File: src/hdl/wql_pkg.sv
// Shared types, codes and constants for the windowed quota limiter.
package wql_pkg;

  localparam int unsigned UNIT_W  = 32;
  localparam int unsigned TOTAL_W = 64;
  localparam int unsigned CFG_IDX_W = 1;

  localparam logic [UNIT_W-1:0] MAX_UNITS = {UNIT_W{1'b1}};
  localparam logic [UNIT_W-1:0] ONE_UNIT  = {{(UNIT_W-1){1'b0}}, 1'b1};

  typedef enum logic {
    REQ_CHARGE = 1'b0,
    REQ_CLOSE  = 1'b1
  } req_t;

  typedef enum logic [1:0] {
    VERDICT_OK       = 2'd0,
    VERDICT_THROTTLE = 2'd1,
    VERDICT_KILL     = 2'd2
  } verdict_t;

  localparam logic [CFG_IDX_W-1:0] CFG_CEILING      = 1'b0;
  localparam logic [CFG_IDX_W-1:0] CFG_STRIKE_LIMIT = 1'b1;

  typedef struct packed {
    logic [UNIT_W-1:0]  used;
    logic [UNIT_W-1:0]  peak;
    logic [TOTAL_W-1:0] throttled;
    logic [UNIT_W-1:0]  offences;
    logic [UNIT_W-1:0]  streak;
    logic               hit;
    logic               killed;
  } acct_t;

  typedef struct packed {
    logic       granted;
    verdict_t   verdict;
  } decision_t;

endpackage

File: src/hdl/windowed_quota_limiter.sv
// Top level of the windowed quota limiter: input register, accounting state, result register.
// An accepted item passes through the input register, then the result register, to its result.
// Throughput: one item per cycle while results are taken; the combinational path holds the
// ceiling add and compare and the 64-bit throttled total add in the accounting step.
// A stalled consumer holds the result register; the input register takes one more item, then
// the input stalls until the result is taken.
// Synchronous active-low reset clears all accounting state, sets ceiling to 0 (unlimited)
// and the strike limit to 1, and empties both registers.
module windowed_quota_limiter (
  input  logic                        clk,
  input  logic                        rst_n,
  input  logic                        cfg_we,
  input  logic [wql_pkg::CFG_IDX_W-1:0] cfg_index,
  input  logic [wql_pkg::UNIT_W-1:0]  cfg_data,
  input  logic                        in_valid,
  output logic                        in_ready,
  input  logic                        in_req_type,
  input  logic [wql_pkg::UNIT_W-1:0]  in_units,
  output logic                        out_valid,
  input  logic                        out_ready,
  output logic                        out_granted,
  output logic [1:0]                  out_verdict,
  output logic [wql_pkg::UNIT_W-1:0]  out_used_now,
  output logic [wql_pkg::UNIT_W-1:0]  out_peak_now,
  output logic [wql_pkg::TOTAL_W-1:0] out_throttled_total,
  output logic [wql_pkg::UNIT_W-1:0]  out_offence_count,
  output logic                        out_is_killed
);
  import wql_pkg::*;

  logic [UNIT_W-1:0] ceiling_r;
  logic [UNIT_W-1:0] strike_limit_r;

  logic              stg_vld_r;
  req_t              stg_req_r;
  logic [UNIT_W-1:0] stg_units_r;

  acct_t             acct_r;
  acct_t             acct_nxt;
  decision_t         dec;

  logic              out_vld_r;
  decision_t         out_dec_r;
  acct_t             out_acct_r;

  logic              adv;

  // The held item moves on when the result register is empty or being emptied.
  assign adv      = stg_vld_r && (!out_vld_r || out_ready);
  assign in_ready = !stg_vld_r || adv;

  always_ff @(posedge clk) begin
    if (!rst_n) begin
      ceiling_r      <= '0;
      strike_limit_r <= ONE_UNIT;
    end else if (cfg_we) begin
      unique case (cfg_index)
        CFG_CEILING:      ceiling_r      <= cfg_data;
        CFG_STRIKE_LIMIT: strike_limit_r <= cfg_data;
        default: ;
      endcase
    end
  end

  always_ff @(posedge clk) begin
    if (!rst_n) begin
      stg_vld_r <= 1'b0;
    end else if (in_ready) begin
      stg_vld_r <= in_valid;
    end
  end

  always_ff @(posedge clk) begin
    if (in_ready && in_valid) begin
      stg_req_r   <= req_t'(in_req_type);
      stg_units_r <= in_units;
    end
  end

  wql_step u_step (
    .acct         (acct_r),
    .ceiling      (ceiling_r),
    .strike_limit (strike_limit_r),
    .req_type     (stg_req_r),
    .units        (stg_units_r),
    .acct_nxt     (acct_nxt),
    .dec          (dec)
  );

  always_ff @(posedge clk) begin
    if (!rst_n) begin
      acct_r    <= '0;
      out_vld_r <= 1'b0;
    end else begin
      if (adv) begin
        acct_r <= acct_nxt;
      end
      out_vld_r <= adv || (out_vld_r && !out_ready);
    end
  end

  always_ff @(posedge clk) begin
    if (adv) begin
      out_dec_r  <= dec;
      out_acct_r <= acct_nxt;
    end
  end

  assign out_valid           = out_vld_r;
  assign out_granted         = out_dec_r.granted;
  assign out_verdict         = out_dec_r.verdict;
  assign out_used_now        = out_acct_r.used;
  assign out_peak_now        = out_acct_r.peak;
  assign out_throttled_total = out_acct_r.throttled;
  assign out_offence_count   = out_acct_r.offences;
  assign out_is_killed       = out_acct_r.killed;

  // Once set, the kill latch never clears short of reset.
  a_kill_sticky: assert property (@(posedge clk) disable iff (!rst_n)
    acct_r.killed |=> acct_r.killed)
    else $error("kill latch cleared");

  // A held item is never dropped while the result side stalls.
  a_stage_hold: assert property (@(posedge clk) disable iff (!rst_n)
    (stg_vld_r && !adv) |=> (stg_vld_r && $stable(stg_units_r)))
    else $error("held item lost");

  // A grant never comes with a verdict or from a killed block.
  a_grant_clean: assert property (@(posedge clk) disable iff (!rst_n)
    (out_vld_r && out_granted) |-> (out_verdict == VERDICT_OK && !out_is_killed))
    else $error("grant with verdict or while killed");

  // The peak never falls below the usage reported with it.
  a_peak_bound: assert property (@(posedge clk) disable iff (!rst_n)
    out_vld_r |-> (out_peak_now >= out_used_now))
    else $error("peak below used");

endmodule

File: src/hdl/wql_step.sv
// Accounting step: next state and decision for one item from the current state.
module wql_step (
  input  wql_pkg::acct_t             acct,
  input  logic [wql_pkg::UNIT_W-1:0] ceiling,
  input  logic [wql_pkg::UNIT_W-1:0] strike_limit,
  input  wql_pkg::req_t              req_type,
  input  logic [wql_pkg::UNIT_W-1:0] units,
  output wql_pkg::acct_t             acct_nxt,
  output wql_pkg::decision_t         dec
);
  import wql_pkg::*;

  logic [UNIT_W:0]   sum;
  logic              over;
  logic [UNIT_W-1:0] used_sum;
  logic [UNIT_W-1:0] limit;
  logic [UNIT_W-1:0] streak_inc;
  logic [UNIT_W-1:0] offences_inc;

  // The ceiling test is one bit wider than the operands so that it cannot wrap.
  assign sum          = {1'b0, acct.used} + {1'b0, units};
  assign over         = (ceiling != '0) && (sum > {1'b0, ceiling});
  assign used_sum     = sum[UNIT_W] ? MAX_UNITS : sum[UNIT_W-1:0];
  assign limit        = (strike_limit == '0) ? ONE_UNIT : strike_limit;
  assign streak_inc   = (acct.streak == MAX_UNITS) ? acct.streak : acct.streak + ONE_UNIT;
  assign offences_inc = (acct.offences == MAX_UNITS) ? acct.offences
                                                     : acct.offences + ONE_UNIT;

  always_comb begin
    acct_nxt    = acct;
    dec.granted = 1'b0;
    dec.verdict = VERDICT_OK;
    unique case (req_type)
      REQ_CHARGE: begin
        priority if (acct.killed) begin
          acct_nxt.hit = 1'b1;
        end else if (over) begin
          acct_nxt.throttled = acct.throttled + {{(TOTAL_W-UNIT_W){1'b0}}, units};
          acct_nxt.hit       = 1'b1;
        end else begin
          acct_nxt.used = used_sum;
          if (used_sum > acct.peak) begin
            acct_nxt.peak = used_sum;
          end
          dec.granted = 1'b1;
        end
      end
      REQ_CLOSE: begin
        priority if (acct.killed) begin
          dec.verdict = VERDICT_KILL;
        end else if (!acct.hit) begin
          acct_nxt.streak = '0;
        end else begin
          acct_nxt.offences = offences_inc;
          acct_nxt.streak   = streak_inc;
          if (streak_inc >= limit) begin
            acct_nxt.killed = 1'b1;
            dec.verdict     = VERDICT_KILL;
          end else begin
            dec.verdict = VERDICT_THROTTLE;
          end
        end
        acct_nxt.used = '0;
        acct_nxt.hit  = 1'b0;
      end
      default: ;
    endcase
  end

endmodule
File: config.mk
export PLATFORM = sky130hd
export DESIGN_NAME = windowed_quota_limiter
export DESIGN_NICKNAME = d
export VERILOG_FILES = /design/src/hdl/wql_pkg.sv /design/src/hdl/windowed_quota_limiter.sv /design/src/hdl/wql_step.sv
export SDC_FILE = /design/constraint.sdc
export NUM_CORES = 1
export LEC_CHECK = 0
export ABC_AREA = 1
export BUFFER_PORTS_ARGS = -buffer_cell sky130_fd_sc_hd__buf_2
export CAP_MARGIN = 20
export CORE_MARGIN = 10
export CORE_UTILIZATION = 45
export CTS_BUF_LIST = sky130_fd_sc_hd__clkbuf_4 sky130_fd_sc_hd__clkbuf_8
export CTS_CLUSTER_SIZE = 24
export DETAILED_ROUTE_END_ITERATION = 10
export PLACE_DENSITY = 0.69
export SYNTH_ARGS = -nofsm -noshare
export SYNTH_HDL_FRONTEND = slang
export SYNTH_SLANG_ARGS = --single-unit
File: constraint.sdc
create_clock -name clk -period 6.25 [get_ports clk]
set_input_delay 0.625 -clock clk [delete_from_list [all_inputs] [get_ports clk]]
set_output_delay 0.625 -clock clk [all_outputs]
set_load 0.02 [all_outputs]
Word level (Yosys, flattened, before mapping)

Index checks and enable logic that the tools add are counted.

Register bits after elaboration: 457
Bits of input ports: 71
Output and inout port bits: 166
Word-level logic and storage cells: 78

$add $sub $neg: 4
Order comparisons: 3
Equality and inequality tests: 3
Multiplexer cells: 25
Bitwise logic cells: 4
Reductions and logical operators: 18

Operators with widths:

| kind                    | count |
|---|---|
| $mux W64                | 4 |
| $mux W32                | 7 |
| $mux W128               | 1 |
| $mux W96                | 1 |
| $add A32 B1 Y32 const B | 2 |
| $add A64 B32 Y64        | 1 |
| $eq A32 B32 Y1 const B  | 2 |
| $pmux W32 S2            | 1 |
| $add A32 B32 Y33        | 1 |
| $gt A33 B32 Y1          | 1 |
| $ge A32 B32 Y1          | 1 |
| $gt A32 B32 Y1          | 1 |
| $logic_not A32 Y1       | 1 |
| $reduce_bool A32 Y1     | 1 |
| $mux W1                 | 7 |
| $mux W2                 | 3 |
| $reduce_and A2 Y1       | 3 |
| $logic_and A1 B1 Y1     | 4 |
| $not A1 Y1              | 4 |
| $logic_not A1 Y1        | 3 |
| $logic_or A1 B1 Y1      | 3 |
| $ne A3 B2 Y1 const B    | 1 |
| $reduce_and A3 Y1       | 1 |
| $reduce_or A3 Y1        | 1 |
| 2 further kinds         | 2 |

Longest topological paths before layout

Gate-level depths: netlist of run 1.

Depth in word-level cells: 7
Gate-level depth with buffers: 30
Depth with buffers taken out: 28

Modules after synthesis

Synthesis of run 1 repeated with hierarchy kept, for this count alone.

Cells, all modules: 3,890
Area total of the unflattened synthesis: 28,248.3 um^2

By module, submodules not included:

| module                 | times used | cells an instance | area each (um^2) | sequential area each (um^2) |
|---|---|---|---|---|
| windowed_quota_limiter | 1          | 1,762             | 16,768.6         | 11,120.7 |
| wql_step               | 1          | 2,128             | 11,479.8         | 0.0 |

Worst setup path after synthesis of run 1

OpenSTA, ideal clock, no wires.

Kind: in2reg
From: in out_ready
To: reg acct_r[42] (netlist name)
Setup time: 0.349 ns
Arrival time: 6.064 ns
Required time: 5.901 ns
Path slack: -0.163 ns
Cell stages on the path: 7
Path buffers: 2
Path through: inv_1 > nand2_1 > nand2_1 > clkinv_1 > clkbuf_1 > buf_1 > a21oi_1

Cells in the longest elaborated chain, start to end: 2

Ends and longest elaborated chain:

| what                 | RTL line                     | source |
|---|---|---|
| start, declared      | windowed_quota_limiter.sv:20 | `input logic out_ready,` |
| $logic_or A1 B1 Y1   | windowed_quota_limiter.sv:49 | `assign adv = stg_vld_r && (!out_vld_r \|\| out_ready);` |
| $logic_and A1 B1 Y1  | windowed_quota_limiter.sv:49 |  |
| net adv              | windowed_quota_limiter.sv:46 | `logic adv;` |
| end signal, assigned | windowed_quota_limiter.sv:96 | `acct_r <= acct_nxt;` |
| end, declared        | windowed_quota_limiter.sv:38 | `acct_t acct_r;` |

The timed path passes the listed nets, and every way through them passes these cells.
A chain may end at the register's enable or synchronous reset.

==> results of run 1 <==
## power by group
| group | switching [mW] | internal [mW] |
|---|---|---|
| Sequential | 0.139 | 3.38 |
| Clock | 1.35 | 1.60 |
| Combinational | 1.44 | 0.625 |
## metal layers
metal | vias up | part of all wire | global-route usage | routed length, µm
met5 | - | 0.00011 | 0 | 9
met4 | 2 | 0.035 | 0.0905 | 2890
met3 | 149 | 0.080 | 0.0463 | 6630
met2 | 902 | 0.43 | 0.349 | 35800
met1 | 11100 | 0.45 | 0.315 | 37500
li1 | 12200 | - | - | -
## metrics by stage
stage / utilization / instances / area (µm²) / setup WS (ns)
2_1_floorplan: - / 3576 / 26600 / 0.249
3_3_place_gp: 0.489 / 4482 / 28400 / 0.962
3_5_place_dp: 0.489 / 4482 / 28400 / 0.885
4_1_cts: 0.519 / 4630 / 30100 / 0.873
5_1_grt: 0.519 / 4632 / 30100 / 0.415
6_report: 0.519 / 4633 / 30100 / 0.806
## flip-flops by register name, indices dropped and copies added, names as in the netlist
register,count
acct_r,194
ceiling_r,32
out_granted,1
out_is_killed,1
out_offence_count,32
out_peak_now,32
out_throttled_total,64
out_used_now,32
out_valid,1
out_verdict,2
stg_req_r,1
stg_units_r,32
stg_vld_r,1
strike_limit_r,32
## cell usage in the layout (no fill, tap or decap), drive strengths merged, types with 8 or more instances in the layout
cell	count
a21o	13
a21oi	349
clkbuf	115
o21bai	8
ha	162
nand4	50
dfxtp	260
nor2	282
buf	258
nand2	790
or2	14
edfxtp	197
inv	579
nand3	238
nor4	24
o21ai	284
xor2	68
o211ai	8
nor3	63
xnor2	31
clkinv	25
## critical path: cells and delay by family (launching register included)
| kind | cells | cell delay (ns) |
|---|---|---|
| compound gates | 2 | 0.23 |
| simple gates | 18 | 3.56 |
| fa+ha+maj | 3 | 0.97 |
| flops | 1 | 0.42 |
## final cells by class
class / count / share of cell area
multi-input combinational: 2426 / 0.424
timing repair buffer: 258 / 0.0463
sequential: 457 / 0.369
inverter: 577 / 0.0722
tap: 765 / 0.0318
clock inverter: 33 / 0.0101
antenna: 2 / 0.000166
clock buffer: 115 / 0.0465
## path summary, 6_finish.rpt
check	start	endpoint	slack [ns]	depth (start not counted)
worst max-delay path	stg_units_r[0]	out_peak_now[21]	0.81	23
worst min-delay path	in_units[3]	stg_units_r[3]	0.1	1
worst max register to register	stg_units_r[0]	out_peak_now[21]	0.81	23
worst min register to register	strike_limit_r[1]	strike_limit_r[1]	0.48	2
## logic make-up (layout without fill, tap and decap cells)
kind of cell               count (synthesis)  count (layout)  share of synthesized area
DFF                                      457             457                      0.419
other                                      0               2                          0
and+or+nand+nor                         1475            1475                      0.235
muxes                                      1               1                   0.000377
AOI/OAI and AO/OA                        687             687                      0.135
xor gates and xnor gates                  99              99                     0.0327
adders and majority gates                164             164                     0.0779
buffers and inverters                    693             983                      0.100
==> impl_metrics.env, run 1 <==
export IMPL_fmax_mhz=184
export IMPL_area_growth_pct=13.5
export IMPL_portBuffers=236
export IMPL_cp_required_ns=6.69
export IMPL_fin_nets=4034
export IMPL_numCtsBuffers=79
export IMPL_maxCapViolations=0
export IMPL_crit_path_end_kind="flip-flop"
export IMPL_cts_root_buffer="clkbuf_8"
export IMPL_multiInputGateArea_um2=12800
export IMPL_die_area_um2=69100
export IMPL_ys_ff_latch=457
export IMPL_final_hold_viol_count=0
export IMPL_vias_per_cell=5.26
export IMPL_vdd_drop_max_uv=230
export IMPL_slowest_stage="nor2_4"
export IMPL_worstSkewPairLatency_ns=0.71
export IMPL_synth_cell_types=51
export IMPL_arrival_ns=5.88
export IMPL_layout_min_cycle_time_ns=5.44
export IMPL_grt_max_degree=192
export IMPL_synthesis_area_um2=26500
export IMPL_yosysMostFrequentCell="nand2_1"
export IMPL_fin_crit_sh=0.871
export IMPL_synth_area_per_cell_um2=7.42
export IMPL_ctsResizeCount=0
export IMPL_grt_total_usage=0.229
export IMPL_clockBufferDepth=3
export IMPL_grt_pass1_wl_um=127000
export IMPL_fill_cells=5634
export IMPL_layout_drive_gt1_share=0.113
export IMPL_synth_top_area_share=0.223
export IMPL_setup_viol=0
export IMPL_design_core_area_um2=58000
export IMPL_dp_hpwl_um=62900
export IMPL_place_gp_congestion=0.982
export IMPL_drv_slew=0
export IMPL_postCtsSetupRepairBufs=0
export IMPL_rsz0062_at_grt="false"
export IMPL_first_iter_violations=2150
export IMPL_worstSetupStartpointType="flip-flop"
export IMPL_die_h_um=263
export IMPL_syn_nets=3811
export IMPL_worst_pin_slew_ns=0.932
export IMPL_start_util=0.457
export IMPL_synth_common_cells="nand2_1, inv_1, a21oi_1, nor2_1, dfxtp_1"
export IMPL_regArea_um2=11100
export IMPL_wl_per_cell_um=17.9
export IMPL_drc=0
export IMPL_yosysTopAreaCell="edfxtp_1"
export IMPL_whs_ns=0.0955
export IMPL_relSlewSlack=0.377
export IMPL_synthArstFlopShare=0
export IMPL_cts_clk_slew_worst_paths_ns=0.07
export IMPL_yosysWarnings=0
export IMPL_status="complete, no violations"
export IMPL_io_pins=237
export IMPL_powerDensity_nw_per_um2=283
export IMPL_worstHoldPathType="in -> reg"
export IMPL_wl_um=82800
export IMPL_num_vias=24400
export IMPL_cp_slowest_stage_delay_ns=0.69
export IMPL_finClkSkew_ns=0.0526
export IMPL_grt_pass1_vias=22400
export IMPL_netlist_instances=3576
export IMPL_htree_levels=3
export IMPL_cts_hold_buffers=0
export IMPL_fin_tns_setup_ns=0
export IMPL_synth_area_top_cells="edfxtp_1, dfxtp_1, nand2_1"
export IMPL_rows=88
export IMPL_cp_common_cell="nand2_1"
export IMPL_first_pass_iters=6
export IMPL_antenna_found_initial=2
export IMPL_ys_seq_area_frac=0.419
export IMPL_synthFlopType="dfxtp_1"
export IMPL_synth_edff_count=197
export IMPL_chipWidth_um=263
export IMPL_grt_overflow_total=0
export IMPL_worstPathCellList="ha_1 -> fa_1 -> nand3_1 -> nand3_1 -> nand2_1 -> nand2_1 -> nand2_1 -> nand2_1 -> nand3_1 -> a21o_1 -> nand2_1 -> ha_1 -> nand2_1 -> nor2_1 -> nand3_1 -> nor3_1 -> nand4_1 -> nand2_1 -> a21oi_4 -> nor2_4 -> nand2_2 -> nand2_1 -> nand2_1"
export IMPL_cts_tree="done"
export IMPL_power_leakage_nw=14.2
export IMPL_path_max_fanout=35
export IMPL_ant_nets=0
export IMPL_clock_sinks=457
export IMPL_power_mw=8.54
export IMPL_worstSetupPathType="reg -> reg"
Power figures use the tool's default switching activity.
==> inputs of run 2 (changes only) <==
- CORE_MARGIN: 10 -> not set
- CORE_UTILIZATION: 45 -> 55
- PLACE_DENSITY: 0.69 -> not set
- PLACE_DENSITY_LB_ADDON: not set -> 0.15
==> run 2 against run 1 <==
Against the previous run: the flow now finishes with violations (design-rule violations); combinational power hardly changed; sequential power hardly changed; register-to-register slack worse by 0.16 ns; critical path depth is 3 higher; power shrank 1.4%; wire length is 3.9% lower; worst setup slack got worse by 0.16 ns; global-route usage increased by 9.3 points; non-clock buffer count down 5; utilization grew 11 points; maximum frequency shrank 2.8%.
==> impl_metrics.env, run 2 (synthesized netlist as in run 1, its figures left out) <==
export IMPL_postCtsSetupRepairBufs=0
export IMPL_r2r_slack_ns=0.65
export IMPL_setup_viol=0
export IMPL_finClkSkew_ns=0.0241
export IMPL_die_area_um2=49100
export IMPL_pre_cts_ws_ns=0.764
export IMPL_final_common_cell="nand2_1"
export IMPL_p_sw_frac=0.342
export IMPL_ctsResizeCount=0
export IMPL_fin_area_um2=29800
export IMPL_grt_overflow_total=0
export IMPL_violations="design-rule violations"
export IMPL_htree_levels=3
export IMPL_grt_pass1_wl_um=124000
export IMPL_fin_tns_setup_ns=0
export IMPL_clockBufferDepth=3
export IMPL_cts_root_buffer="clkbuf_8"
export IMPL_start_util=0.557
export IMPL_ant_nets=0
export IMPL_wl_um=79600
export IMPL_layout_drive_gt1_share=0.108
export IMPL_cts_hold_buffers=0
export IMPL_layout_min_cycle_time_ns=5.60
export IMPL_cp_slowest_stage_delay_ns=0.55
export IMPL_wl_met1_um=36800
export IMPL_io_pins=237
export IMPL_drv_slew=0
export IMPL_grt_total_usage=0.323
export IMPL_first_iter_violations=2326
export IMPL_final_hold_viol_count=0
export IMPL_hold_depth=1
export IMPL_fill_cells=4387
export IMPL_rsz0062_at_grt="false"
export IMPL_clock_sinks=457
export IMPL_grt_pass1_vias=22200
export IMPL_powerDensity_nw_per_um2=283
export IMPL_worstSkewPairLatency_ns=0.68
export IMPL_vdd_drop_max_uv=205
export IMPL_rows=80
export IMPL_min_from="in_units[16]"
export IMPL_fin_nets=4027
export IMPL_r2r_cells=26
export IMPL_worstSetupStartpointType="flip-flop"
export IMPL_worstSetupPathType="reg -> reg"
export IMPL_fin_crit_sh=0.897
export IMPL_design_core_area_um2=47600
export IMPL_largest_register_ffs=194
export IMPL_place_gp_congestion=1.02
export IMPL_cp_required_ns=6.66
export IMPL_worstHoldPathType="in -> reg"
export IMPL_top_layer="met4"
export IMPL_placed_area_um2=28100
export IMPL_pwr_share_comb=0.244
export IMPL_power_leakage_nw=14.1
export IMPL_p_int_mw=5.54
export IMPL_wl_met3_um=7280
export IMPL_first_pass_iters=11
export IMPL_wl_met2_um=33200
export IMPL_arrival_ns=6.02
export IMPL_relSlewSlack=0.272
export IMPL_dp_hpwl_um=60200
export IMPL_num_vias=24300
export IMPL_numCtsBuffers=77
export IMPL_grt_max_degree=156
export IMPL_seqPwrFrac=0.417
export IMPL_worstReg2RegEnd="out_used_now[12]"
export IMPL_area_growth_pct=12.2
export IMPL_vias_per_cell=5.43
export IMPL_timing_rr_start="stg_units_r[0]"
export IMPL_path_max_fanout=24
export IMPL_crit_path_end_kind="flip-flop"
export IMPL_fmax_mhz=178
export IMPL_maxCapViolations=0
export IMPL_layout_common_cells="nand2_1, inv_1, a21oi_1"
export IMPL_min_to="stg_units_r[16]"
export IMPL_chipWidth_um=222
export IMPL_layout_setup_ws_ns=0.646
export IMPL_drc=1
export IMPL_cts_clk_slew_worst_paths_ns=0.07
export IMPL_worst_pin_slew_ns=1.09
export IMPL_die_h_um=222
export IMPL_antenna_found_initial=1
export IMPL_clkPwrFrac=0.338
export IMPL_wl_per_cell_um=17.8
export IMPL_cp_common_cell="nand2_1"
export IMPL_slowest_stage="inv_2"
export IMPL_status="complete, but fails checks"
export IMPL_portBuffers=236
export IMPL_cts_tree="done"
export IMPL_switchingPower_mw=2.88
export IMPL_regMostFlops="acct_r"
run 2: cell count changes in the layout (fill, tap and decap cells not counted), sizes merged:
cell and change:
clkbuf -6, clkinv +5, clkinvlp -2, buf -5
diode -1, inv -3
run 2: area by class of cell:
cell class	instances	area (µm²)	area share
antenna	1	2.50	0.0000840
clock buffer	109	1380	0.0464
clock inverter	33	243	0.00815
inverter	577	2180	0.0731
multi-input combinational	2426	12800	0.429
sequential	457	11100	0.373
tap	615	769	0.0258
timing repair buffer	253	1310	0.0440
run 2: worst max-delay path: cells and delay by family (launching register included):
kind | cells | cell delay [ns]
buf+inv | 2 | 0.60
fa+ha+maj | 3 | 1.06
flops | 1 | 0.41
xor+xnor | 1 | 0.52
simple gates | 20 | 2.69
run 2: stage by stage:
step	power [mW]	std cells	util	hold slack (ns)
after floorplan	4.95	3576	-	0.444
after global placement	5.57	4328	0.591	0.473
after detailed placement	5.58	4328	0.591	0.481
after CTS	8.43	4470	0.625	0.0750
after global routing	8.83	4471	0.625	0.0907
final	8.42	4471	0.625	0.124
run 2: how the worst max path moves through the flow:
stage	start	end	slack, ns
2_1_floorplan	out_ready	out_granted	0.25
6_report	stg_units_r[0]	out_used_now[12]	0.65
3_3_place_gp	stg_units_r[0]	out_used_now[12]	0.64
4_1_cts	stg_units_r[0]	out_used_now[12]	0.74
3_5_place_dp	stg_units_r[0]	out_used_now[12]	0.76
5_1_grt	stg_units_r[0]	out_used_now[13]	0.32
run 2: routing by layer:
metal  vias up  global-route usage
li1      12200                   -
met4         0               0.106
met2       984               0.476
met5         -                   0
met1     11000               0.464
met3       144              0.0742
run 2: power by group through the flow:
stage / Sequential [mW] / Combinational [mW] / Clock (mW)
2_1_floorplan: 3.64 / 1.31 / 0
3_3_place_gp: 3.57 / 2.00 / 0
3_5_place_dp: 3.57 / 2.01 / 0
4_1_cts: 3.51 / 2.02 / 2.90
5_1_grt: 3.53 / 2.29 / 3.01
6_report: 3.51 / 2.06 / 2.85
